File: src/hdl/sgb_pkg.sv
// ----------------------------------------------------------------------------
// sgb_pkg
// Shared constants, types and helpers for the separable Gaussian blur.
// ----------------------------------------------------------------------------
`default_nettype none

package sgb_pkg;

    localparam int MAX_WIDTH  = 1024;
    localparam int MAX_HEIGHT = 1024;
    localparam int MAX_RADIUS = 7;
    localparam int PIX_BITS   = 16;
    localparam int LS_ROWS    = 2 * MAX_RADIUS + 1;
    localparam int COL_BITS   = $clog2(MAX_WIDTH);
    localparam int ROW_BITS   = $clog2(MAX_HEIGHT);
    localparam int SLOT_BITS  = $clog2(LS_ROWS);
    localparam int RAD_BITS   = 3;
    localparam int TAP_BITS   = 16;
    localparam int CNT_BITS   = $clog2(LS_ROWS);
    localparam int SIZE_BITS  = 11;
    localparam int CFG_BITS   = 64;
    localparam int IDX_BITS   = 3;
    localparam int PROD_BITS  = TAP_BITS + PIX_BITS;
    localparam int ACC_BITS   = PROD_BITS + 4;
    localparam int RAM_ABITS  = SLOT_BITS + COL_BITS;
    localparam int RAM_DEPTH  = 1 << RAM_ABITS;

    typedef enum logic [IDX_BITS-1:0] {
        REG_WIDTH     = 3'd0,
        REG_HEIGHT    = 3'd1,
        REG_RADIUS    = 3'd2,
        REG_COEF_LOW  = 3'd3,
        REG_COEF_HIGH = 3'd4
    } cfg_reg_t;

    typedef struct packed {
        logic accept;
        logic write_px;
        logic start_out;
        logic rd_en;
        logic mul_en;
        logic mul_h;
        logic acc_add;
        logic i_next;
        logic v_store;
        logic j_next;
        logic post;
        logic load_out;
    } sgb_cmd_t;

    typedef struct packed {
        logic func;
        logic input_complete;
        logic ready;
        logic i_last;
        logic j_last;
        logic more;
        logic out_free;
    } sgb_status_t;

    // add one half, drop the fraction, clip to the pixel range
    function automatic logic [PIX_BITS-1:0] round_sat(input logic [ACC_BITS-1:0] acc);
        logic [ACC_BITS-1:0] t;
        logic [ACC_BITS-TAP_BITS-1:0] s;
        t = acc + ACC_BITS'(1 << (TAP_BITS - 1));
        s = t[ACC_BITS-1:TAP_BITS];
        round_sat = (|s[ACC_BITS-TAP_BITS-1:PIX_BITS]) ? {PIX_BITS{1'b1}} : s[PIX_BITS-1:0];
    endfunction

endpackage

`default_nettype wire

File: src/hdl/sgb_ctrl.sv
// ----------------------------------------------------------------------------
// sgb_ctrl
// Sequencer: accepts items, walks the vertical and horizontal tap loops and
// hands results to the output register.
// ----------------------------------------------------------------------------
`default_nettype none

module sgb_ctrl (
    input  wire logic                 clk,
    input  wire logic                 rst_n,
    input  wire logic                 in_valid,
    output logic                      in_stall,
    input  wire sgb_pkg::sgb_status_t st,
    output sgb_pkg::sgb_cmd_t         cmd
);

    typedef enum logic [11:0] {
        S_IDLE     = 12'b000000000001,
        S_DISPATCH = 12'b000000000010,
        S_WRITE    = 12'b000000000100,
        S_CHECK    = 12'b000000001000,
        S_VINIT    = 12'b000000010000,
        S_ADDR     = 12'b000000100000,
        S_MUL      = 12'b000001000000,
        S_ACC      = 12'b000010000000,
        S_VSTORE   = 12'b000100000000,
        S_HMUL     = 12'b001000000000,
        S_HACC     = 12'b010000000000,
        S_EMIT     = 12'b100000000000
    } state_t;

    state_t state_reg, state_next;
    logic   post_reg, post_next;

    always_comb
    begin
        state_next = state_reg;
        post_next  = 1'b0;
        cmd        = '0;
        in_stall   = 1'b1;
        unique case (state_reg)
            S_IDLE:
            begin
                in_stall = 1'b0;
                if (in_valid)
                begin
                    cmd.accept = 1'b1;
                    state_next = S_DISPATCH;
                end
            end
            S_DISPATCH:
            begin
                if (st.func)
                begin
                    state_next = st.ready ? S_VINIT : S_IDLE;
                end
                else
                begin
                    state_next = st.input_complete ? S_IDLE : S_WRITE;
                end
            end
            S_WRITE:
            begin
                cmd.write_px = 1'b1;
                state_next   = S_CHECK;
            end
            S_CHECK:
            begin
                state_next = st.ready ? S_VINIT : S_IDLE;
            end
            S_VINIT:
            begin
                cmd.start_out = 1'b1;
                state_next    = S_ADDR;
            end
            S_ADDR:
            begin
                cmd.rd_en  = 1'b1;
                state_next = S_MUL;
            end
            S_MUL:
            begin
                cmd.mul_en = 1'b1;
                state_next = S_ACC;
            end
            S_ACC:
            begin
                cmd.acc_add = 1'b1;
                if (st.i_last)
                begin
                    state_next = S_VSTORE;
                end
                else
                begin
                    cmd.i_next = 1'b1;
                    state_next = S_ADDR;
                end
            end
            S_VSTORE:
            begin
                cmd.v_store = 1'b1;
                state_next  = st.j_last ? S_HMUL : S_ADDR;
            end
            S_HMUL:
            begin
                cmd.mul_en = 1'b1;
                cmd.mul_h  = 1'b1;
                state_next = S_HACC;
            end
            S_HACC:
            begin
                cmd.acc_add = 1'b1;
                if (st.j_last)
                begin
                    post_next  = 1'b1;
                    state_next = S_EMIT;
                end
                else
                begin
                    cmd.j_next = 1'b1;
                    state_next = S_HMUL;
                end
            end
            S_EMIT:
            begin
                // first cycle here folds the accumulator into the result
                if (post_reg)
                begin
                    cmd.post = 1'b1;
                end
                else if (st.out_free)
                begin
                    cmd.load_out = 1'b1;
                    state_next   = st.more ? S_VINIT : S_IDLE;
                end
            end
            default:
            begin
                state_next = S_IDLE;
            end
        endcase
    end

    always_ff @(posedge clk or negedge rst_n)
    begin
        if (!rst_n)
        begin
            state_reg <= S_IDLE;
            post_reg  <= 1'b0;
        end
        else
        begin
            state_reg <= state_next;
            post_reg  <= post_next;
        end
    end

    a_rd_then_mul: assert property (@(posedge clk) disable iff (!rst_n)
        cmd.rd_en |=> cmd.mul_en)
        else $error("read not followed by multiply");

    a_post_then_emit: assert property (@(posedge clk) disable iff (!rst_n)
        cmd.post |=> !cmd.post && state_reg == S_EMIT)
        else $error("post repeated");

    a_accept_dispatch: assert property (@(posedge clk) disable iff (!rst_n)
        cmd.accept |=> state_reg == S_DISPATCH)
        else $error("accept without dispatch");

endmodule

`default_nettype wire

File: config.mk
export PLATFORM = sky130hd
export DESIGN_NAME = sgb_ctrl
export DESIGN_NICKNAME = d
export VERILOG_FILES = /design/src/hdl/sgb_pkg.sv /design/src/hdl/sgb_ctrl.sv
export SDC_FILE = /design/constraint.sdc
export NUM_CORES = 1
export LEC_CHECK = 0
export ABC_CLOCK_PERIOD_IN_PS = 2900
export BUFFER_PORTS_ARGS = -buffer_cell sky130_fd_sc_hd__buf_2
export CAP_MARGIN = 20
export CORE_MARGIN = 3
export CORE_UTILIZATION = 25
export CTS_CLUSTER_SIZE = 8
export DETAILED_ROUTE_END_ITERATION = 6
export SKIP_LAST_GASP = 1
export SYNTH_ARGS = -nofsm -noshare
export SYNTH_HDL_FRONTEND = slang
export SYNTH_SLANG_ARGS = --single-unit
File: constraint.sdc
create_clock -name clk -period 2.9 [get_ports clk]
set_clock_uncertainty 0.2 [all_clocks]
set_input_delay 0.29 -clock clk [delete_from_list [all_inputs] [get_ports clk]]
set_output_delay 0.29 -clock clk [all_outputs]
set_load 0.005 [all_outputs]
# Word-level counts from Yosys, hierarchy flattened
# Cells that the tools add are included.
# Widths: inputs -> output; s select.
dict set report classes {
  n_bitwise 0
  shifts 0
  reduce_logical 3
  multipliers 0
  eq_ne 15
  n_div 0
  n_lt_le_gt_ge 0
  n_addsub 0
  mux 31
}
# op count
set op_table {}
lappend op_table {{$pmux 12 s12} 1}
lappend op_table {{$mux 12} 4}
lappend op_table {{$mux 1} 19}
lappend op_table {{$mux 5} 3}
lappend op_table {{$eq 12x1->1 const B} 1}
lappend op_table {{$eq 12x10->1 const B} 1}
lappend op_table {{$eq 12x11->1 const B} 1}
lappend op_table {{$eq 12x12->1 const B} 1}
lappend op_table {{$eq 12x2->1 const B} 1}
lappend op_table {{$eq 12x3->1 const B} 1}
lappend op_table {{$eq 12x4->1 const B} 1}
lappend op_table {{$eq 12x5->1 const B} 1}
lappend op_table {{$eq 12x6->1 const B} 1}
lappend op_table {{$eq 12x7->1 const B} 1}
lappend op_table {{$eq 12x8->1 const B} 1}
lappend op_table {{$eq 12x9->1 const B} 1}
lappend op_table {{$mux 10} 1}
lappend op_table {{$mux 9} 1}
lappend op_table {{$ne 2x2->1 const B} 3}
lappend op_table {{$reduce_or 2->1} 2}
lappend op_table {{$mux 3} 1}
lappend op_table {{$reduce_and 3->1} 1}
lappend op_table {{$mux 2} 1}
dict set report word_totals {
  word_cells 51
  reg_bits 13
  mem_bits_rw 0
  memories 0
  latchBits 0
  romBits 0
  in_bits 10
}

# Logic depth before layout (Yosys ltp)
dict set report depth {
  ltp_word 4
  depth_mapped 6
}

# Least setup slack after synthesis
# No wires, ideal clock.
dict set report synth_path {
  path_type {register to output}
  start {register state_reg[8]}
  end {output cmd[10] (netlist bit)}
  required_ns 2.410
  path_slack_ns 0.869
  path_stages_with_launch 6
  arrival_ns 1.541
  path_cell_list {dfrtp_1 -> buf_6 -> nor4_4 -> nand2_2 -> or4_4 -> nor3b_2}
}
# item line_no
set synth_lines {}
lappend synth_lines {{start, declared} sgb_ctrl.sv:32} ;# state_t state_reg, state_next;
lappend synth_lines {{start signal, assigned} sgb_ctrl.sv:153} ;# state_reg <= state_next;
lappend synth_lines {{end, declared} sgb_ctrl.sv:14} ;# output sgb_pkg::sgb_cmd_t cmd

==> results.md <==
* Post-route cell area at about 0.0011 mm^2
* Measured slew at the worst slew-check pin at 0.5316 ns
* Postcts setup bufs at 0
* Largest net degree at the start of global routing at 14
* Routed WL per cell at approximately 13 um
* Tmin final at approximately 2.6 ns
* Fin. max-slew vios at 0
* Worst path arrival time at approximately 2.1 ns
* Max-cap violations at 0
* #FFs+latches synth at 13
* Reg2reg start: state_reg[1]
* Buf/Inv on CP at 1
* Drt first-iter violations at 49
* R2r setup slk at 0.82 ns
* Design Power at around 0.65 mW
* Crit path cell chain: nor4_1 > and3_1 > nand2_1 > nor3b_2 > buf_2
* Finished Core Util at 0.3209
* CP max FO at 11
* Leak at between 0.5 and 0.6 nW
* Crit Path Category: reg2out
* Max FFs per register at 12
* Power per cell area at around 580 mW/mm^2
* Crit. Startpoint: state_reg[1]
* Dominant cell type by area after synthesis: dfrtp_1
* Worst hold path type: in2reg
* Synth top cells by count: 14 x nor2_1, 12 x dfrtp_1, 8 x nand2_1
* DR pass1 iterations at 4
* Clock Path Buffers at 2
* First-pass GRT wire length at approximately 4000 um
* TritonCTS clock tree: yes
* Die height at 67.88 um
* Num CTS Buffers at 3
* Worst setup SP type: register
* Clock Sinks at 13
* Yosys top cell area share at 0.3137
* Clk_lat worst skew at approximately 0.25 ns
* Yosys cell types at 40
* Post-Syn Area at around 960 um^2
* Fin nets at between 100 and 150
* Total grt overflow at 0
* Synth warnings at 0
* # diodes at 0
* Async SR Flop Fraction at 1.000
* Chip Width at just under 70 um
* Crit end category: primary output
* Worst hold slack at around 0.033 ns
* Placement Cell Area at 0.001075 mm^2
* Final hold vios at 0
* Max frequency at ~400 MHz
* Post-route ant nets at 0
* Detailed placement HPWL at 1765 um
* Core region area at 0.003521 mm^2
* Sequential area share after synthesis at 0.3412
* Most numerous cell in the Yosys netlist: nor2_1
* CP max stage delay at around 0.51 ns
* # IOs at 23
* Period utilization at 0.8818
* Mapped Nets at around 120
* Remaining DRCs at 0
* Via count at roughly 860
* Post-synthesis average cell area at slightly above 9 um^2
* Fillers at between 300 and 400
* Hold path startpoint: st[5]
* Setup TNS Final at 0 ns
* Synth area leaders: dfrtp_1 31%, nor2_1 5.5%, nor3b_2 5.2%
* Vias in the first global route at approximately 880
* Clock root cell: clkbuf_8
* Area Growth Syn to Fin at 18.04%
* Slowest cell on crit path: nor4_1
* Layout cells sized above 1 at 0.3175
* Number of setup violations in the final report at 0
* Initial antenna violation count at 0
* Cell Rows at 21
* Clock-pin slew on the worst setup and hold paths at 0.06 ns
* Overall Global Routing Usage at 0.1149
* Max-slew headroom at 0.6424
* WL final at 2263 um
* Via-to-Cell Ratio at 5.023
* RSZ-0062 raised after global routing: false
* Result of the run: completed
* Die area at 0.004607 mm^2
* Worst vdd ir at 195.8 uV
* H-tree levels at 1
* I/O Buffers at 22
* GPL Wtd Cong at between 0.7 and 0.8
* WP data required at between 2 and 2.5 ns
* Top_reg_cell synth: dfrtp_1
* Crit-path leading delay family: simple AND/OR/NAND/NOR gates
* Starting density of the core at 0.2719
* Post-synthesis instance total at 105
* Post-synth EDFFs at 0
## kinds of logic after synthesis
| group | count (synthesis) | share of synthesized area |
|---|---|---|
| and+or+nand+nor | 61 | 0.4314 |
| xor gates and xnor gates | 4 | 0.03661 |
| AOI/OAI and AO/OA | 16 | 0.1190 |
| buffers and inverters | 11 | 0.07189 |
| DFF | 13 | 0.3412 |
## per-stage QoR
stage	cells	worst slack, ns
floorplan	105	0.8690
global placement	167	0.6609
detailed placement	167	0.6108
CTS	172	0.3366
global route	172	0.1959
finish	172	0.3427
## layout by cell type, fill, tap and decap left out, types with 3 or more instances in the layout
master,instances
nand2_1,8
nor3b_1,3
clkbuf_8,3
nor3b_2,4
buf_2,22
nor2_1,14
nor3_1,5
inv_1,5
o21ai_0,6
nor4_1,4
dfrtp_1,12
and3_1,5
## worst reg2reg max path: stages, from the launching register on
cell and delay, ns:
dfrtp_1 0.50, nor4_1 0.52, and3_1 0.28, nand2_1 0.11
nor3b_2 0.26, a211o_1 0.16
## final cells by class
cell class	count	area [um^2]	area share
multi-input cells	81	561.8	0.4972
clock buffers	4	45.04	0.03987
inverters	5	18.77	0.01661
flip-flops and latches	13	326.6	0.2890
well taps	46	57.56	0.05094
repair buffers	23	120.1	0.1063
## worst paths after layout
path	end	cells past startpoint
worst min-delay path	state_reg[2]	2
worst max-delay path	cmd[3]	5
max in group asynchronous	state_reg[0]	2
min in group asynchronous	state_reg[6]	2
worst max register to register	state_reg[5]	5
worst min register to register	state_reg[11]	2
## per-layer routing
metal,share of wire,track usage,up-vias
met5,0,0,-
met4,0.0049,0.02978,0
met3,0.063,0.03448,2
met2,0.48,0.1896,23
met1,0.45,0.1462,421
li1,-,-,418
## where the power goes
part / internal (mW) / total, mW / switching [mW]
registers: 0.202 / 0.245 / 0.0427
clock network: 0.0973 / 0.168 / 0.0706
logic: 0.107 / 0.242 / 0.134
## repair_timing
item	CTS	global route
endpoints found under the hold margin	12	0
hold buffers	1	0
resized for setup	0	0
(Power assumes the default switching activity.)
